--- src/rpn_pkg.sv ---
// Shared types and codes for the RPN stack calculator.
package rpn_pkg;

  localparam logic [2:0] OP_PUSH = 3'd0;
  localparam logic [2:0] OP_ADD  = 3'd1;
  localparam logic [2:0] OP_SUB  = 3'd2;
  localparam logic [2:0] OP_MUL  = 3'd3;
  localparam logic [2:0] OP_DIV  = 3'd4;

  localparam logic [1:0] ST_OK        = 2'd0;
  localparam logic [1:0] ST_UNDERFLOW = 2'd1;
  localparam logic [1:0] ST_DIVZERO   = 2'd2;
  localparam logic [1:0] ST_OVERFLOW  = 2'd3;

  localparam int DIV_STEPS = 32;

  typedef struct packed {
    logic [2:0]         opcode;
    logic signed [31:0] push_value;
  } rpn_in_t;

  typedef struct packed {
    logic signed [31:0] top_value;
    logic [4:0]         depth;
    logic [1:0]         status;
  } rpn_out_t;

endpackage

--- src/rpn_alu.sv ---
// Shared arithmetic unit: registered add/sub/mul, radix-2 iterative signed divide.
module rpn_alu
  import rpn_pkg::*;
(
  input  logic        clk,
  input  logic        rst,
  input  logic        start,
  input  logic [2:0]  op,
  input  logic [31:0] a,
  input  logic [31:0] b,
  output logic        done,
  output logic [31:0] result
);

  logic        run;
  logic        fix;
  logic [5:0]  cnt;
  logic [31:0] rem;
  logic [31:0] quo;
  logic [31:0] dvs;
  logic        neg;
  logic [32:0] trial;
  logic [31:0] mag_a;
  logic [31:0] mag_b;

  assign mag_a = a[31] ? 32'(0 - a) : a;
  assign mag_b = b[31] ? 32'(0 - b) : b;
  assign trial = {rem, quo[31]} - {1'b0, dvs};

  always_ff @(posedge clk) begin
    if (rst) begin
      run  <= 1'b0;
      fix  <= 1'b0;
      done <= 1'b0;
      cnt  <= '0;
    end else begin
      done <= 1'b0;
      fix  <= 1'b0;
      if (start) begin
        if (op == OP_DIV) begin
          run <= 1'b1;
          cnt <= 6'(DIV_STEPS);
        end else begin
          done <= 1'b1;
        end
      end else if (run) begin
        cnt <= cnt - 6'd1;
        if (cnt == 6'd1) begin
          run <= 1'b0;
          fix <= 1'b1;
        end
      end else if (fix) begin
        done <= 1'b1;
      end
    end
  end

  always_ff @(posedge clk) begin
    if (start) begin
      rem <= '0;
      quo <= mag_a;
      dvs <= mag_b;
      neg <= a[31] ^ b[31];
      unique case (op)
        OP_ADD:  result <= a + b;
        OP_SUB:  result <= a - b;
        OP_MUL:  result <= 32'(a * b);
        default: result <= '0;
      endcase
    end else if (run) begin
      if (!trial[32]) begin
        rem <= trial[31:0];
        quo <= {quo[30:0], 1'b1};
      end else begin
        rem <= {rem[30:0], quo[31]};
        quo <= {quo[30:0], 1'b0};
      end
    end else if (fix) begin
      result <= neg ? 32'(0 - quo) : quo;
    end
  end

endmodule

--- src/rpn_stack_mem.sv ---
// Stack storage: one write port, one read port with registered data.
module rpn_stack_mem #(
  parameter int DEPTH = 16,
  parameter int AW    = 4
) (
  input  logic          clk,
  input  logic          we,
  input  logic [AW-1:0] waddr,
  input  logic [31:0]   wdata,
  input  logic [AW-1:0] raddr,
  output logic [31:0]   rdata
);

  logic [31:0] mem [DEPTH];

  always_ff @(posedge clk) begin
    if (we) begin
      mem[waddr] <= wdata;
    end
  end

  always_ff @(posedge clk) begin
    rdata <= mem[raddr];
  end

endmodule

--- src/rpn_stack_calculator.sv ---
// Top level of the RPN stack calculator: sequencer, stack pointer and result register.
//
//   channel  | signals                 | handshake
//   ---------+-------------------------+---------------------------------
//   command  | cmd (opcode,push_value) | taken when start && !busy
//   result   | result (top,depth,stat) | done high for one cycle
//   config   | cfg_we, cfg_wdata       | written when cfg_we
//
// Push, refused and ignored ops go from accept through S_RDTOP and S_OUT;
// binary ops first read both operands in S_RDB, S_RDA over the single read
// port, then, but for a zero divisor, wait in S_EXEC (32-step loop for divide).
// Reset (synchronous) empties the stack and sets drop_zero_divisor to 1.
// busy stays high until the cycle done is raised; results cannot be stalled.
module rpn_stack_calculator
  import rpn_pkg::*;
#(
  parameter int STACK_DEPTH = 16
) (
  input  logic     clk,
  input  logic     rst,
  input  logic     start,
  input  rpn_in_t  cmd,
  output logic     busy,
  input  logic     cfg_we,
  input  logic     cfg_wdata,
  output logic     done,
  output rpn_out_t result
);

  localparam int AW  = (STACK_DEPTH > 1) ? $clog2(STACK_DEPTH) : 1;
  localparam int SPW = $clog2(STACK_DEPTH + 1);

  localparam logic [2:0] S_IDLE  = 3'd0;
  localparam logic [2:0] S_RDB   = 3'd1;
  localparam logic [2:0] S_RDA   = 3'd2;
  localparam logic [2:0] S_EXEC  = 3'd3;
  localparam logic [2:0] S_RDTOP = 3'd4;
  localparam logic [2:0] S_OUT   = 3'd5;

  logic [2:0]     state;
  logic [SPW-1:0] sp;
  logic [2:0]     op;
  logic [1:0]     st;
  logic [31:0]    bval;
  logic           drop_zero_divisor;

  logic           we;
  logic [AW-1:0]  waddr;
  logic [31:0]    wdata;
  logic [AW-1:0]  raddr;
  logic [31:0]    rdata;
  logic           alu_start;
  logic           alu_done;
  logic [31:0]    alu_result;
  logic           accept;
  logic           div_zero;

  assign busy     = (state != S_IDLE);
  assign accept   = start && !busy;
  assign div_zero = (op == OP_DIV) && (bval == 32'd0);
  assign alu_start = (state == S_RDA) && !div_zero;
  assign raddr    = (state == S_RDB) ? AW'(sp - SPW'(2)) : AW'(sp - SPW'(1));

  always_comb begin
    we    = 1'b0;
    waddr = AW'(sp);
    wdata = cmd.push_value;
    if (accept && cmd.opcode == OP_PUSH && sp < SPW'(STACK_DEPTH)) begin
      we = 1'b1;
    end else if (state == S_EXEC && alu_done) begin
      we    = 1'b1;
      waddr = AW'(sp - SPW'(2));
      wdata = alu_result;
    end
  end

  rpn_stack_mem #(
    .DEPTH (STACK_DEPTH),
    .AW    (AW)
  ) u_mem (
    .clk   (clk),
    .we    (we),
    .waddr (waddr),
    .wdata (wdata),
    .raddr (raddr),
    .rdata (rdata)
  );

  rpn_alu u_alu (
    .clk    (clk),
    .rst    (rst),
    .start  (alu_start),
    .op     (op),
    .a      (rdata),
    .b      (bval),
    .done   (alu_done),
    .result (alu_result)
  );

  always_ff @(posedge clk) begin
    if (rst) begin
      state             <= S_IDLE;
      sp                <= '0;
      done              <= 1'b0;
      drop_zero_divisor <= 1'b1;
    end else begin
      done <= 1'b0;
      if (cfg_we) begin
        drop_zero_divisor <= cfg_wdata;
      end
      unique case (state)
        S_IDLE: begin
          if (accept) begin
            op <= cmd.opcode;
            st <= ST_OK;
            if (cmd.opcode == OP_PUSH) begin
              if (sp < SPW'(STACK_DEPTH)) begin
                sp <= sp + SPW'(1);
              end else begin
                st <= ST_OVERFLOW;
              end
              state <= S_RDTOP;
            end else if (cmd.opcode <= OP_DIV) begin
              if (sp < SPW'(2)) begin
                st    <= ST_UNDERFLOW;
                state <= S_RDTOP;
              end else begin
                state <= S_RDB;
              end
            end else begin
              state <= S_RDTOP;
            end
          end
        end
        S_RDB: begin
          bval  <= rdata;
          state <= S_RDA;
        end
        S_RDA: begin
          if (div_zero) begin
            st <= ST_DIVZERO;
            if (drop_zero_divisor) begin
              sp <= sp - SPW'(1);
            end
            state <= S_RDTOP;
          end else begin
            state <= S_EXEC;
          end
        end
        S_EXEC: begin
          if (alu_done) begin
            sp    <= sp - SPW'(1);
            state <= S_RDTOP;
          end
        end
        S_RDTOP: begin
          state <= S_OUT;
        end
        S_OUT: begin
          done  <= 1'b1;
          state <= S_IDLE;
        end
        default: state <= S_IDLE;
      endcase
    end
  end

  always_ff @(posedge clk) begin
    if (state == S_OUT) begin
      result.top_value <= (sp == '0) ? 32'sd0 : $signed(rdata);
      result.depth     <= 5'(sp);
      result.status    <= st;
    end
  end

endmodule

--- config.mk ---
export PLATFORM = sky130hd
export DESIGN_NAME = rpn_stack_calculator
export DESIGN_NICKNAME = d
export VERILOG_FILES = /design/src/rpn_pkg.sv /design/src/rpn_alu.sv /design/src/rpn_stack_mem.sv /design/src/rpn_stack_calculator.sv
export SDC_FILE = /design/constraint.sdc
export NUM_CORES = 2
export LEC_CHECK = 0
export BUFFER_PORTS_ARGS = -buffer_cell sky130_fd_sc_hd__buf_2
export CAP_MARGIN = 20
export CORE_ASPECT_RATIO = 0.6
export CORE_UTILIZATION = 40
export CTS_CLUSTER_SIZE = 24
export DETAILED_ROUTE_END_ITERATION = 10
export HOLD_SLACK_MARGIN = 0.08
export PLACE_DENSITY = 0.6
export SLEW_MARGIN = 15
export SYNTH_ARGS = -nofsm -noshare
export SYNTH_HDL_FRONTEND = slang
export SYNTH_SLANG_ARGS = --single-unit
--- constraint.sdc ---
create_clock -name clk -period 11.6 [get_ports clk]
set_input_delay 0.58 -clock clk [delete_from_list [all_inputs] [get_ports clk]]
set_output_delay 0.58 -clock clk [all_outputs]
set_load 0.1 [all_outputs]
==> flow_summary.ini <==
[global_route]
grt_start_max_net_pins = 116
grt_pass1_vias = 32600
overflow = 0
antenna_found_initial = 1
gr-usage-all-layers = 0.224
grt_pass1_wl_um = 214000

[worst_setup_path]
max_stage_delay_ns = 1.05
crit_chain = nand2_1 > fa_1 > inv_1 > fa_1 > fa_1 > inv_1 > fa_1 > inv_1 > ha_1 > ha_1 > fa_1 > fa_1 > ha_1 > a211o_1 > or3_1 > o21ai_0 > o21ai_0 > a221oi_1 > o31ai_1 > xnor2_1 > a221oi_1 > a32oi_1
critPathTopFamily = adder cells
r2r_start = bval[11]$_DFFE_PP_
r2r_end = u_alu.result[31]$_DFFE_PP_
path_max_fanout = 24
cp.required_ns = 11.96
critPathBufInv = 3
cpMaxStageDelayCell = edfxtp_1
arrival_ns = 8.65
worst_path_most_repeated_cell = fa_1
path_class = reg -> reg
worstSetupEndpointType = flop
crit_path_start = bval[11]$_DFFE_PP_
reg2reg_setup_slack_ns = 3.31
critPathLaunchType = flop
rr_worst_depth = 22

[synth]
syn_nets = 4912
yosys_warnings = 0
yosys.cell_types.count = 76
yosysSeqAreaShare = 0.437
netlist_area_mm2 = 0.0508
ys_seq_elements = 768
synth_cells = 4264
syn_area_per_cell_um2 = 11.9
ys.flop_type = edfxtp_1
synth_async_sr_flop_share = 0
synth_edf_count = 685

[finish]
final_common_cell = edfxtp_1
drive_above_1_share = 0.106
final_cells = 6006
area_growth_pct = 9.64
final_cell_mix = edfxtp_1, nand2_1, inv_1
nets = 4910

[min_path]
min_path_cells = 2
min_to = drop_zero_divisor$_SDFFE_PP1P_
hold_class = in -> reg
min-delay-start = cfg_wdata

[clock_network]
cts_root_buf = clkbuf_16
insertion_delay_ns = 0.68
cts_made_buffers = 73
ctsHoldBuffers = 0
htree_levels = 3
cts.sinks = 768
cts-resized-gates = 0
cts_tree = built
clock_path_buffers = 3
clkSlewWorstSetupHoldPaths_ns = 0.08
post-cts-setup-buffer-count = 0

[timing]
min_period_over_period = 0.715
hold_viol = 0
fmax_ghz = 0.121
fin_hold_ws_ns = 0.123
fin_skew_ns = 0.0428
fin_setup_tns_ns = 0
rsz0062_at_grt = false
slew_headroom = 0.226
drv_slew = 0
finalCriticalPeriod_ns = 8.29
worst_pin_slew_ns = 1.16
finalSetupViolations = 0

[routing]
num_vias = 33000
drc = 0
wire_per_inst_um = 23.6
dr.pass1.iters = 6
vias_per_cell = 5.49
antenna_left = 0
drt_iter0_drc = 3620
wirelength_um = 141000

[die]
start_util = 0.407
row_count = 100
die_h_um = 278
core_mm2 = 0.125
die-area_mm2 = 0.129
die_w_um = 462
io_pins = 81

[placement]
port_buffers = 80
gp_congestion = 0.893
dp_hpwl_um = 97100
dp_cells = 5869

[job]
maxCapViolations = 0

[outcome]
status = complete, no violations
## stage by stage
step                worst slack [ns]   util  cell area (um^2)
floorplan                       4.56      -             50800
global placement                3.71  0.426             53300
detailed placement              3.55  0.426             53300
CTS                             3.48  0.446             55700
global route                    3.03  0.446             55700
finish                          3.31  0.446             55700
## worst max path at each step
| stage | endpoint | slack, ns | depth (start not counted) |
|---|---|---|---|
| after floorplan | u_alu.result[31]$_DFFE_PP_ | 4.56 | 23 |
| after global placement | u_alu.result[24]$_DFFE_PP_ | 3.71 | 22 |
| after detailed placement | u_alu.result[31]$_DFFE_PP_ | 3.55 | 22 |
| after CTS | u_alu.result[31]$_DFFE_PP_ | 3.48 | 22 |
| after global routing | u_alu.result[31]$_DFFE_PP_ | 3.03 | 22 |
| final | u_alu.result[31]$_DFFE_PP_ | 3.31 | 22 |
## metal layers
metal,global-route usage,vias up,wire [um]
li1,-,14600,-
met5,0,-,13
met4,0.0366,2,2130
met1,0.361,16800,68800
met3,0.0666,144,15000
met2,0.293,1448,55600
## state kept, by name (all words and copies together) (netlist names), 5 cells and up
name,flops
u_alu.dvs,32
u_mem.mem,512
u_alu.cnt,6
bval,32
u_alu.rem,32
result,39
u_alu.result,32
u_alu.quo,32
sp,5
u_mem.rdata,32
## cell usage after synthesis (all sizes together), types with 4 or more instances
cell | number | area (um^2)
a21o | 37 | 278
nand4 | 5 | 31.3
edfxtp | 685 | 20600
o21ai | 144 | 721
or4 | 16 | 128
nor2b | 82 | 513
a211oi | 51 | 383
clkbuf | 209 | 785
buf | 35 | 144
nand2 | 480 | 1800
nand3b | 4 | 30.0
dfxtp | 83 | 1660
xor2 | 111 | 972
nor3 | 35 | 175
o21a | 26 | 195
xnor2 | 148 | 1300
nor4 | 13 | 87.6
a21oi | 170 | 851
o31a | 6 | 52.6
nor2 | 127 | 477
nor3b | 5 | 37.5
nand3 | 16 | 80.1
o22ai | 7 | 43.8
o41ai | 14 | 141
a22oi | 4 | 30.0
a31oi | 7 | 43.8
o31ai | 33 | 253
mux2 | 4 | 45.0
mux4 | 128 | 2880
mux2i | 68 | 681
o211ai | 8 | 60.1
or2 | 8 | 50.1
fa | 410 | 8210
a221oi | 15 | 131
or3 | 26 | 173
nand2b | 24 | 150
inv | 442 | 1660
o21bai | 9 | 67.6
ha | 198 | 2480
and2 | 313 | 1960
o2111ai | 5 | 43.8
and3 | 7 | 43.8
## final cells by class
type | count | area, um^2
timing repair buffer | 167 | 1090
multi-input combinational | 2810 | 26200
tap | 1683 | 2110
sequential | 768 | 22200
clock buffer | 98 | 1980
inverter | 442 | 1660
antenna | 1 | 2.50
fill | 11500 | 69300
clock inverter | 37 | 445
## cell families after synthesis
kind of cell / share of synthesized area
flip-flops: 0.437
multiplexers: 0.0710
AO/OA/AOI/OAI: 0.0707
XOR/XNOR: 0.0446
buffers and inverters: 0.0509
AND/OR/NAND/NOR: 0.115
adder cells (fa/ha/maj): 0.210
Power is not shown: default switching activity piles up to over one toggle a cycle in this logic, so the estimate is an artifact.
